[src/sv/shs_pkg.sv]
package shs_pkg;

  typedef struct packed {
    logic [7:0] data_byte;
    logic       byte_present;
    logic       last;
  } msg_t;

  typedef struct packed {
    logic [31:0] digest_word;
    logic [2:0]  word_index;
    logic        last_word;
  } digest_t;

  typedef enum logic [2:0] {
    ST_IDLE,
    ST_PAD,
    ST_ROUND,
    ST_FOLD,
    ST_EMIT
  } state_t;

  // where the byte pushed into the block buffer comes from
  typedef enum logic [1:0] {
    SRC_MSG,
    SRC_MARK,
    SRC_ZERO,
    SRC_LEN
  } byte_src_t;

  typedef struct packed {
    logic      push;
    byte_src_t src;
    logic      count_bits;
    logic      round_en;
    logic [5:0] round;
    logic      fold;
    logic      emit_load;
    logic [2:0] emit_idx;
    logic      reinit;
  } cmd_t;

  typedef struct packed {
    logic [5:0] fill;
    logic       out_free;
  } status_t;

  localparam logic [7:0] PAD_MARK   = 8'h80;
  localparam logic [5:0] LEN_POS    = 6'd56;
  localparam logic [5:0] BLOCK_LAST = 6'd63;
  localparam logic [5:0] ROUND_LAST = 6'd63;
  localparam logic [2:0] WORD_LAST  = 3'd7;

  function automatic logic [31:0] iv_word(input logic [2:0] idx);
    logic [31:0] r;
    case (idx)
      3'd0: r = 32'h6a09e667;
      3'd1: r = 32'hbb67ae85;
      3'd2: r = 32'h3c6ef372;
      3'd3: r = 32'ha54ff53a;
      3'd4: r = 32'h510e527f;
      3'd5: r = 32'h9b05688c;
      3'd6: r = 32'h1f83d9ab;
      3'd7: r = 32'h5be0cd19;
      default: r = 32'h6a09e667;
    endcase
    return r;
  endfunction

  function automatic logic [31:0] round_k(input logic [5:0] r);
    logic [31:0] k;
    case (r)
      6'd0:  k = 32'h428a2f98; 6'd1:  k = 32'h71374491;
      6'd2:  k = 32'hb5c0fbcf; 6'd3:  k = 32'he9b5dba5;
      6'd4:  k = 32'h3956c25b; 6'd5:  k = 32'h59f111f1;
      6'd6:  k = 32'h923f82a4; 6'd7:  k = 32'hab1c5ed5;
      6'd8:  k = 32'hd807aa98; 6'd9:  k = 32'h12835b01;
      6'd10: k = 32'h243185be; 6'd11: k = 32'h550c7dc3;
      6'd12: k = 32'h72be5d74; 6'd13: k = 32'h80deb1fe;
      6'd14: k = 32'h9bdc06a7; 6'd15: k = 32'hc19bf174;
      6'd16: k = 32'he49b69c1; 6'd17: k = 32'hefbe4786;
      6'd18: k = 32'h0fc19dc6; 6'd19: k = 32'h240ca1cc;
      6'd20: k = 32'h2de92c6f; 6'd21: k = 32'h4a7484aa;
      6'd22: k = 32'h5cb0a9dc; 6'd23: k = 32'h76f988da;
      6'd24: k = 32'h983e5152; 6'd25: k = 32'ha831c66d;
      6'd26: k = 32'hb00327c8; 6'd27: k = 32'hbf597fc7;
      6'd28: k = 32'hc6e00bf3; 6'd29: k = 32'hd5a79147;
      6'd30: k = 32'h06ca6351; 6'd31: k = 32'h14292967;
      6'd32: k = 32'h27b70a85; 6'd33: k = 32'h2e1b2138;
      6'd34: k = 32'h4d2c6dfc; 6'd35: k = 32'h53380d13;
      6'd36: k = 32'h650a7354; 6'd37: k = 32'h766a0abb;
      6'd38: k = 32'h81c2c92e; 6'd39: k = 32'h92722c85;
      6'd40: k = 32'ha2bfe8a1; 6'd41: k = 32'ha81a664b;
      6'd42: k = 32'hc24b8b70; 6'd43: k = 32'hc76c51a3;
      6'd44: k = 32'hd192e819; 6'd45: k = 32'hd6990624;
      6'd46: k = 32'hf40e3585; 6'd47: k = 32'h106aa070;
      6'd48: k = 32'h19a4c116; 6'd49: k = 32'h1e376c08;
      6'd50: k = 32'h2748774c; 6'd51: k = 32'h34b0bcb5;
      6'd52: k = 32'h391c0cb3; 6'd53: k = 32'h4ed8aa4a;
      6'd54: k = 32'h5b9cca4f; 6'd55: k = 32'h682e6ff3;
      6'd56: k = 32'h748f82ee; 6'd57: k = 32'h78a5636f;
      6'd58: k = 32'h84c87814; 6'd59: k = 32'h8cc70208;
      6'd60: k = 32'h90befffa; 6'd61: k = 32'ha4506ceb;
      6'd62: k = 32'hbef9a3f7; 6'd63: k = 32'hc67178f2;
      default: k = 32'h428a2f98;
    endcase
    return k;
  endfunction

  function automatic logic [31:0] big_sigma0(input logic [31:0] x);
    return {x[1:0], x[31:2]} ^ {x[12:0], x[31:13]} ^ {x[21:0], x[31:22]};
  endfunction

  function automatic logic [31:0] big_sigma1(input logic [31:0] x);
    return {x[5:0], x[31:6]} ^ {x[10:0], x[31:11]} ^ {x[24:0], x[31:25]};
  endfunction

  function automatic logic [31:0] small_sigma0(input logic [31:0] x);
    return {x[6:0], x[31:7]} ^ {x[17:0], x[31:18]} ^ {3'b000, x[31:3]};
  endfunction

  function automatic logic [31:0] small_sigma1(input logic [31:0] x);
    return {x[16:0], x[31:17]} ^ {x[18:0], x[31:19]} ^ {10'b0, x[31:10]};
  endfunction

endpackage

[src/sv/shs_ctrl.sv]
module shs_ctrl (
  input  logic              clk,
  input  logic              rst,
  input  logic              msg_valid,
  input  shs_pkg::msg_t     msg,
  output logic              msg_stall,
  input  shs_pkg::status_t  sts,
  output shs_pkg::cmd_t     cmd
);

  shs_pkg::state_t    state;
  shs_pkg::state_t    state_next;
  logic [5:0]         cnt;
  logic [5:0]         cnt_next;
  logic               first;
  logic               first_next;
  logic               len_ok;
  logic               len_ok_next;
  logic               final_blk;
  logic               final_blk_next;
  logic               pend;
  logic               pend_next;
  shs_pkg::byte_src_t pad_src;

  // marker first, zeros up to the length field, then the length bytes
  always_comb begin
    if (first) begin
      pad_src = shs_pkg::SRC_MARK;
    end else if (sts.fill >= shs_pkg::LEN_POS && len_ok) begin
      pad_src = shs_pkg::SRC_LEN;
    end else begin
      pad_src = shs_pkg::SRC_ZERO;
    end
  end

  always_ff @(posedge clk) begin
    if (rst) begin
      state     <= shs_pkg::ST_IDLE;
      cnt       <= '0;
      first     <= 1'b0;
      len_ok    <= 1'b0;
      final_blk <= 1'b0;
      pend      <= 1'b0;
    end else begin
      state     <= state_next;
      cnt       <= cnt_next;
      first     <= first_next;
      len_ok    <= len_ok_next;
      final_blk <= final_blk_next;
      pend      <= pend_next;
    end
  end

  // next state
  always_comb begin
    state_next     = state;
    cnt_next       = cnt;
    first_next     = first;
    len_ok_next    = len_ok;
    final_blk_next = final_blk;
    pend_next      = pend;
    case (state)
      shs_pkg::ST_IDLE: begin
        if (msg_valid && (msg.byte_present || msg.last)) begin
          pend_next      = msg.last;
          first_next     = msg.last;
          len_ok_next    = 1'b0;
          final_blk_next = 1'b0;
          if (msg.byte_present && sts.fill == shs_pkg::BLOCK_LAST) begin
            state_next = shs_pkg::ST_ROUND;
            cnt_next   = '0;
          end else if (msg.last) begin
            state_next = shs_pkg::ST_PAD;
          end
        end
      end
      shs_pkg::ST_PAD: begin
        if (first) begin
          first_next  = 1'b0;
          len_ok_next = sts.fill < shs_pkg::LEN_POS;
        end
        if (sts.fill == shs_pkg::BLOCK_LAST) begin
          len_ok_next    = 1'b1;
          final_blk_next = pad_src == shs_pkg::SRC_LEN;
          state_next     = shs_pkg::ST_ROUND;
          cnt_next       = '0;
        end
      end
      shs_pkg::ST_ROUND: begin
        cnt_next = cnt + 6'd1;
        if (cnt == shs_pkg::ROUND_LAST) begin
          state_next = shs_pkg::ST_FOLD;
        end
      end
      shs_pkg::ST_FOLD: begin
        cnt_next = '0;
        if (final_blk) begin
          state_next = shs_pkg::ST_EMIT;
        end else if (pend) begin
          state_next = shs_pkg::ST_PAD;
        end else begin
          state_next = shs_pkg::ST_IDLE;
        end
      end
      shs_pkg::ST_EMIT: begin
        if (sts.out_free) begin
          if (cnt[2:0] == shs_pkg::WORD_LAST) begin
            state_next     = shs_pkg::ST_IDLE;
            cnt_next       = '0;
            pend_next      = 1'b0;
            final_blk_next = 1'b0;
          end else begin
            cnt_next = cnt + 6'd1;
          end
        end
      end
      default: begin
        state_next = shs_pkg::ST_IDLE;
      end
    endcase
  end

  // commands
  always_comb begin
    cmd        = '0;
    cmd.src    = shs_pkg::SRC_MSG;
    cmd.round  = cnt;
    cmd.emit_idx = cnt[2:0];
    msg_stall  = state != shs_pkg::ST_IDLE;
    case (state)
      shs_pkg::ST_IDLE: begin
        cmd.push       = msg_valid && msg.byte_present;
        cmd.count_bits = msg_valid && msg.byte_present;
      end
      shs_pkg::ST_PAD: begin
        cmd.push = 1'b1;
        cmd.src  = pad_src;
      end
      shs_pkg::ST_ROUND: begin
        cmd.round_en = 1'b1;
      end
      shs_pkg::ST_FOLD: begin
        cmd.fold = 1'b1;
      end
      shs_pkg::ST_EMIT: begin
        cmd.emit_load = sts.out_free;
        cmd.reinit    = sts.out_free && cnt[2:0] == shs_pkg::WORD_LAST;
      end
      default: begin
        cmd = '0;
      end
    endcase
  end

  a_rounds_end: assert property (@(posedge clk) disable iff (rst)
    (state == shs_pkg::ST_ROUND && cnt == shs_pkg::ROUND_LAST) |=> state == shs_pkg::ST_FOLD)
    else $error("round sequence did not end in fold");

  a_emit_free: assert property (@(posedge clk) disable iff (rst)
    cmd.emit_load |-> sts.out_free)
    else $error("digest word loaded over a waiting one");

  a_full_block: assert property (@(posedge clk) disable iff (rst)
    (cmd.push && sts.fill == shs_pkg::BLOCK_LAST) |=> state == shs_pkg::ST_ROUND)
    else $error("full block not compressed");

  a_pad_len: assert property (@(posedge clk) disable iff (rst)
    (cmd.push && cmd.src == shs_pkg::SRC_LEN) |-> sts.fill >= shs_pkg::LEN_POS)
    else $error("length byte outside the length field");

endmodule

[src/sv/shs_datapath.sv]
module shs_datapath (
  input  logic              clk,
  input  logic              rst,
  input  logic [7:0]        data_byte,
  input  shs_pkg::cmd_t     cmd,
  output shs_pkg::status_t  sts,
  input  logic              digest_stall,
  output logic              digest_valid,
  output shs_pkg::digest_t  digest
);

  logic [511:0]     blk;
  logic [5:0]       fill;
  logic [63:0]      bits;
  logic [7:0][31:0] h;
  logic [7:0][31:0] v;
  logic [7:0]       push_byte;
  logic [7:0]       len_byte;
  logic [31:0]      w0;
  logic [31:0]      w_new;
  logic [31:0]      t1;
  logic [31:0]      t2;

  // length field: most significant byte first
  assign len_byte = 8'(bits >> {~fill[2:0], 3'b000});

  always_comb begin
    case (cmd.src)
      shs_pkg::SRC_MSG:  push_byte = data_byte;
      shs_pkg::SRC_MARK: push_byte = shs_pkg::PAD_MARK;
      shs_pkg::SRC_ZERO: push_byte = 8'h00;
      shs_pkg::SRC_LEN:  push_byte = len_byte;
      default:           push_byte = 8'h00;
    endcase
  end

  // buffer holds W[t] .. W[t+15], oldest word at the top
  assign w0    = blk[511:480];
  assign w_new = shs_pkg::small_sigma1(blk[63:32]) + blk[223:192]
               + shs_pkg::small_sigma0(blk[479:448]) + w0;

  assign t1 = v[7] + shs_pkg::big_sigma1(v[4]) + ((v[4] & v[5]) ^ (~v[4] & v[6]))
            + shs_pkg::round_k(cmd.round) + w0;
  assign t2 = shs_pkg::big_sigma0(v[0])
            + ((v[0] & v[1]) ^ (v[0] & v[2]) ^ (v[1] & v[2]));

  always_ff @(posedge clk) begin
    if (cmd.push) begin
      blk <= {blk[503:0], push_byte};
    end else if (cmd.round_en) begin
      blk <= {blk[479:0], w_new};
    end
    if (cmd.push && fill == shs_pkg::BLOCK_LAST) begin
      v <= h;
    end else if (cmd.round_en) begin
      v <= {v[6:4], v[3] + t1, v[2:0], t1 + t2};
    end
  end

  always_ff @(posedge clk) begin
    if (rst) begin
      fill <= '0;
      bits <= '0;
      for (int i = 0; i < 8; i++) begin
        h[i] <= shs_pkg::iv_word(3'(i));
      end
    end else begin
      if (cmd.push) begin
        fill <= fill + 6'd1;
      end
      if (cmd.reinit) begin
        bits <= '0;
      end else if (cmd.count_bits) begin
        bits <= bits + 64'd8;
      end
      if (cmd.reinit) begin
        for (int i = 0; i < 8; i++) begin
          h[i] <= shs_pkg::iv_word(3'(i));
        end
      end else if (cmd.fold) begin
        for (int i = 0; i < 8; i++) begin
          h[i] <= h[i] + v[i];
        end
      end
    end
  end

  // output register
  always_ff @(posedge clk) begin
    if (rst) begin
      digest_valid <= 1'b0;
    end else if (cmd.emit_load) begin
      digest_valid <= 1'b1;
    end else if (!digest_stall) begin
      digest_valid <= 1'b0;
    end
  end

  always_ff @(posedge clk) begin
    if (cmd.emit_load) begin
      digest.digest_word <= h[cmd.emit_idx];
      digest.word_index  <= cmd.emit_idx;
      digest.last_word   <= cmd.emit_idx == shs_pkg::WORD_LAST;
    end
  end

  assign sts.fill     = fill;
  assign sts.out_free = !digest_valid || !digest_stall;

endmodule

[src/sv/sha256_stream_hasher_core.sv]
// SHA-256 over a byte stream. Each msg transaction carries at most one byte;
// a transaction with last set ends the message (with or without a byte of
// its own) and yields eight digest transactions, word 0 first, after which
// the hash state is back at its initial values for the next message. When
// the 64th byte of a block lands, msg_stall goes high for the 64 rounds
// through the single round unit and the fold of the result into the
// chaining words. Finishing a message pads one byte per cycle through the
// same byte path, with an extra block when more than 55 bytes are pending;
// each padded block again goes through the rounds and the fold, and then
// the eight words leave at one per cycle while digest_stall is low.
// msg_stall is high whenever the block is busy with a block, padding or
// the digest words.
module sha256_stream_hasher_core (
  input  logic              clk,
  input  logic              rst,
  input  logic              msg_valid,
  output logic              msg_stall,
  input  shs_pkg::msg_t     msg,
  output logic              digest_valid,
  input  logic              digest_stall,
  output shs_pkg::digest_t  digest
);

  // command and status links between sequencer and datapath
  shs_pkg::cmd_t    cmd;
  shs_pkg::status_t sts;

  // sequencer: intake, padding order, round count, digest word count
  shs_ctrl u_ctrl (
    .clk       (clk),
    .rst       (rst),
    .msg_valid (msg_valid),
    .msg       (msg),
    .msg_stall (msg_stall),
    .sts       (sts),
    .cmd       (cmd)
  );

  // datapath: block buffer and schedule, round unit, chaining words,
  // bit count and digest output register
  shs_datapath u_datapath (
    .clk          (clk),
    .rst          (rst),
    .data_byte    (msg.data_byte),
    .cmd          (cmd),
    .sts          (sts),
    .digest_stall (digest_stall),
    .digest_valid (digest_valid),
    .digest       (digest)
  );

endmodule
[config.mk]
export PLATFORM = sky130hd
export DESIGN_NAME = sha256_stream_hasher_core
export DESIGN_NICKNAME = d
export VERILOG_FILES = /design/src/sv/shs_pkg.sv /design/src/sv/shs_ctrl.sv /design/src/sv/shs_datapath.sv /design/src/sv/sha256_stream_hasher_core.sv
export SDC_FILE = /design/constraint.sdc
export NUM_CORES = 2
export LEC_CHECK = 0
export BUFFER_PORTS_ARGS = -buffer_cell sky130_fd_sc_hd__buf_4
export CAP_MARGIN = 40
export CORE_ASPECT_RATIO = 0.9
export CORE_MARGIN = 2
export CORE_UTILIZATION = 29
export CTS_CLUSTER_SIZE = 28
export DETAILED_ROUTE_END_ITERATION = 10
export GPL_TIMING_DRIVEN = 0
export PLACE_DENSITY = 0.4
export SETUP_SLACK_MARGIN = 0.2
export SYNTH_ARGS = -nofsm -noshare
export SYNTH_HDL_FRONTEND = slang
export SYNTH_HIERARCHICAL = 1
export SYNTH_SLANG_ARGS = --single-unit
export TNS_END_PERCENT = 50
[constraint.sdc]
create_clock -name clk -period 26.8 [get_ports clk]
set_input_delay 5.36 -clock clk [delete_from_list [all_inputs] [get_ports clk]]
set_output_delay 5.36 -clock clk [all_outputs]
set_load 0.03 [all_outputs]
* Word level (Yosys, flattened, before mapping)
Memories as Yosys holds them, arrays and structs flattened.
Index checks and enable logic that the tools add are counted.
** Word-level totals
- ROM bits :: 2048
- Register bits :: 1144
- Bits of input ports :: 14
- Word-level logic and storage cells :: 168
- Memories kept :: 1
** Cells by class
- Eq/ne operators :: 21
- Bitwise operators :: 18
- Magnitude comparators :: 3
- Reductions and logical operators :: 27
- Multiplexer cells :: 47
- Add/sub/neg operators :: 21
- Shift operators :: 1
** Memories
- (name not given) :: depth 64, bits a word 32, rd ports 1, clocked after Yosys merged registers in 0, wr ports 0, line shs_pkg.sv:72 : case (r)
** Operators with widths (number)
- 512-bit two-way mux :: 2
- 32-bit adder :: 18
- 256-bit two-way mux :: 2
- 32-bit bitwise XOR :: 9
- 32-bit AND :: 5
- 32-bit binary-select mux with 3-bit select :: 1
- 64-bit by 4-bit adder with 64-bit output (second input constant) :: 1
- 64-bit by 6-bit right shift with 8-bit output :: 1
- 6-bit two-way mux :: 6
- 32-bit two-way mux :: 1
- 32-bit inverter :: 1
- 8-bit case mux with 4 select lines :: 1
- 32-bit by 22-bit bitwise XOR with 32-bit output :: 1
- 32-bit by 29-bit bitwise XOR with 32-bit output :: 1
- 6-bit case mux with 5 select lines :: 1
- 3-bit two-way mux :: 9
- 1-bit two-way mux :: 16
- 3-bit case mux with 5 select lines :: 1
- 2-bit by 1-bit inequality test with 1-bit output (second input constant) :: 7
- 6-bit by 1-bit adder with 6-bit output (second input constant) :: 2
- 6-bit == test (second input constant) :: 2
- 5-bit AND reduction :: 2
- 3-bit == test (second input constant) :: 3
- 1-bit case mux with 2 select lines :: 4
- 26 further kinds :: 41

* Logic depth before layout (Yosys ltp)
- Word-level depth :: 9
- Gate-level depth with buffers :: 42
- Mapped depth without buffers :: 38

* Modules after synthesis
Netlist, hierarchy kept.
** By module, submodules not included
- shs_datapath :: instances 1, cells an instance 7431, seq. area each 30629.4 sq um, area each 75011.9 sq um
- shs_ctrl :: instances 1, cells an instance 133, seq. area each 260.2 sq um, area each 1004.7 sq um

* Worst setup path after synthesis
No wires, ideal clock.
- Kind :: input -> register
- Start point :: input port msg[1] in the netlist's numbering
- End point :: register u_datapath.blk[0] (enable)
- Data required time :: 26.134 ns
- Buffers on the path :: 3
- Stages on the path :: 6
- Arrival time :: 12.762 ns
- Library setup time :: 0.666 ns
- Slack :: 13.372 ns
- Cell sequence :: a21oi_1 > nor2_1 > clkbuf_1 > clkbuf_1 > clkbuf_1 > or2_2
** RTL lines
- from (decl) :: line sha256_stream_hasher_core.sv:18 : input shs_pkg::msg_t msg,
- to (signal assigned) :: line shs_datapath.sv:49 : blk <= {blk[503:0], push_byte};
- to (signal assigned) :: line shs_datapath.sv:51 : blk <= {blk[479:0], w_new};
- to (decl) :: line shs_datapath.sv:12 : logic [511:0] blk;

==> impl_metrics.tcl <==
set metrics [dict create \
    clkSlewWorstSetupHoldPaths_ns 0.06 \
    drtPass1Iterations 6 \
    synth_commonest_cells "nand2_1 (1,019), edfxtp_1 (804), mux2_2 (515), nor2_1 (507), o21ai_0 (496)" \
    grt_pass1_vias 57600 \
    period_minus_slack_ns 13.12 \
    postCtsResizedCells 0 \
    ir_drop_uv 108 \
    synth_area_leaders "edfxtp_1 (32%), dfxtp_1 (8.9%), mux2_2 (7.6%)" \
    start_kind "flip-flop" \
    grt_overflow 0 \
    multiInputGateArea_um2 42100 \
    netlist_instances 7564 \
    hold_class "flip-flop to flip-flop" \
    post-dp-hpwl_um 264000 \
    clk-insertion-delay-late_ns 0.87 \
    critPathSlowestCell "o211ai_1" \
    cp_slowest_stage_delay_ns 0.79 \
    grt_max_degree 59 \
    worst_slew_margin_rel_pct 33.2 \
    synth_warnings 6 \
    yosysSeqAreaShare_pct 40.6 \
    post_drt_via_cell_ratio 5.29 \
    wirelength_um 330000 \
    clockBufferDepth 4 \
    period_share_pct 49.0 \
    cts_sinks 1141 \
    outcome "finished, final reports clean" \
    leakage_nw 33.5 \
    r2r_cells 39 \
    core_area_um2 261000 \
    clock-skew-final_ns 0.0894 \
    nFillCells 26900 \
    finalHoldWorstSlack_ns 0.503 \
    synth_edf_count 804 \
    synth-seq-cells 1141 \
    cts_setup_buffers 0 \
    slew_viol_final 0 \
    worstSetupEndpointType "flip-flop" \
    antenna_found_initial 22 \
    final_nets 8525 \
    area_growth_pct 15.5 \
    gr-usage-all-layers_pct 24.3 \
    drt_first_iter_violations 6599 \
    path_max_fanout 11 \
    synth-main-ff-cell "edfxtp_1" \
    yosysTopAreaCell "edfxtp_1" \
    num_rows 178 \
    cp_common_cell "o21ai_0" \
    antenna_left 0 \
    finalHoldViolCount 0 \
    cts-root-buf "clkbuf_16" \
    wl_per_cell_um 28.5 \
    cp_top_family "compound AO/OA/AOI/OAI gates" \
    crit_cells 39 \
    vias 61200 \
    cts_made_buffers 153 \
    setup_tns_ns 0 \
    worstPathRequired_ns 27.34 \
    drc 0 \
    cp_num_buf_inv 10 \
    grt_pass1_wl_um 456000 \
    synth_top_area_share_pct 31.8 \
    async_flop_share_pct 0 \
    ctsHtreeMaxLevel 4 \
    setup_viol 0 \
    cts_tree "yes" \
    dieHeight_um 490 \
    final_area_um2 87800 \
    post_dp_cell_area_um2 82900 \
    synth_nets 8167 \
    drive_gt1_share_pct 13.5 \
    die-area_um2 266000 \
    worstMarginPinSlew_ns 1.00 \
    synth.distinct_cells 86 \
    numPortBuffers 51 \
    rsz0062_at_grt "false" \
    place_congestion 0.977 \
    hold_depth 2 \
    synth_area_um2 76000 \
    ios 52 \
    path_class "flip-flop to flip-flop" \
    maxCapViolCount 0 \
    synth.most_common_cell "nand2_1" \
    fmax_ghz 0.0762 \
    syn_area_per_cell_um2 10.0 \
    power_density_nw_per_um2 102 \
    start_util_pct 29.1 \
    cts_hold_buf 0 \
    regArea_um2 30900 \
    crit_arrival_ns 13.67 \
    dieWidth_um 544 \
]
==> power by group <==
group	internal [W]	leakage, nW	switching, W	total (W)
Combinational	0.00168	20.9	0.00270	0.00438
Sequential	0.00231	10.3	0.000195	0.00250
Clock	0.00120	2.37	0.000852	0.00205
Total	0.00518	33.5	0.00375	0.00893
==> path summary, 6_finish.rpt <==
check / from / to / slack [ns]
worst min-delay path: u_datapath/h[88] / u_datapath/h[88] / 0.50
worst min register to register: u_datapath/h[88] / u_datapath/h[88] / 0.50
worst max register to register: u_ctrl/state[0] / u_datapath/v[31] / 13.68
worst max-delay path: u_ctrl/state[0] / u_datapath/v[31] / 13.68
==> cells in the final DEF, fill, tap and decap left out, drive strengths merged, types with 15 or more instances in the layout <==
master and instances:
dfxtp 337, o211ai 44, ha 394, buf 249, inv 438, mux4 81, o31ai 30, a211oi 68
clkbuf 524, xor2 250, nor2b 43, nand2b 58, and3 59, mux2 515, o21ai 499, clkinv 46
and4 17, nor3 94, a31oi 50, nand3 123, mux2i 99, nor2 507, fa 195, a21oi 443
o21a 67, o21bai 45, xnor2 352, a211o 24, a21boi 15, a21o 192, edfxtp 804, a221oi 17
nand4 31, or3 47, nand2 1020, and2 29
==> layer usage <==
| metal | track usage [%] | wire (µm) | vias up |
|---|---|---|---|
| met4 | 5.50 | 7610 | 2 |
| met3 | 4.92 | 24000 | 386 |
| met1 | 37.0 | 162000 | 30900 |
| met2 | 34.6 | 136000 | 2108 |
| li1 | - | - | 27700 |
| met5 | 0 | 13 | - |
==> worst reg2reg max path: cells and delay by family, from the launching register on <==
| kind | cells | cell delay, ns |
|---|---|---|
| AOI/OAI and AO/OA | 14 | 4.42 |
| and+or+nand+nor | 7 | 2.73 |
| adders and majority gates | 6 | 2.32 |
| buffers and inverters | 10 | 2.27 |
| xor gates and xnor gates | 2 | 0.79 |
| DFF | 1 | 0.30 |
==> sequential cells by signal (all words and copies together) (netlist names) <==
| signal | cells |
|---|---|
| u_ctrl/final_blk | 1 |
| u_ctrl/len_ok | 1 |
| u_datapath/blk | 512 |
| u_datapath/digest_valid | 1 |
| u_datapath/digest | 36 |
| u_datapath/h | 256 |
| u_ctrl/first | 1 |
| u_datapath/fill | 6 |
| u_ctrl/state | 3 |
| u_datapath/bits | 61 |
| u_ctrl/pend | 1 |
| u_ctrl/cnt | 6 |
| u_datapath/v | 256 |
==> logic make-up (layout without fill, tap and decap cells) <==
logic type | count (synthesis) | count (layout) | share of synthesized area, %
other | 0 | 13 | 0
flip-flops | 1141 | 1141 | 40.6
AND/OR/NAND/NOR | 2085 | 2085 | 11.9
XOR/XNOR | 602 | 602 | 6.94
buffers and inverters | 800 | 1268 | 3.99
adder cells (fa/ha/maj) | 593 | 593 | 11.7
multiplexers | 695 | 695 | 11.3
AO/OA/AOI/OAI | 1648 | 1648 | 13.5
==> area by class of cell <==
cell class                 count  area share (%)
antenna                       13          0.0371
buffer                       366            1.64
clock buffer                 205            4.83
clock inverter                60           0.657
inverter                     434            1.86
multi-input combinational   5623            48.0
sequential                  1141            35.2
tap                         3510            5.00
timing repair buffer         203            2.81
==> stage by stage <==
stage	setup WS (ns)	total power (W)	cells	util [%]
after CTS	13.62	0.00893	11500	33.6
final	13.68	0.00893	11600	33.6
after detailed placement	13.70	0.00681	11300	31.8
after global routing	13.18	0.00948	11500	33.6
after floorplan	13.37	0.00539	7564	-
after global placement	5.59	0.00683	11100	31.0
No activity file was read; power rests on OpenSTA's default activity.
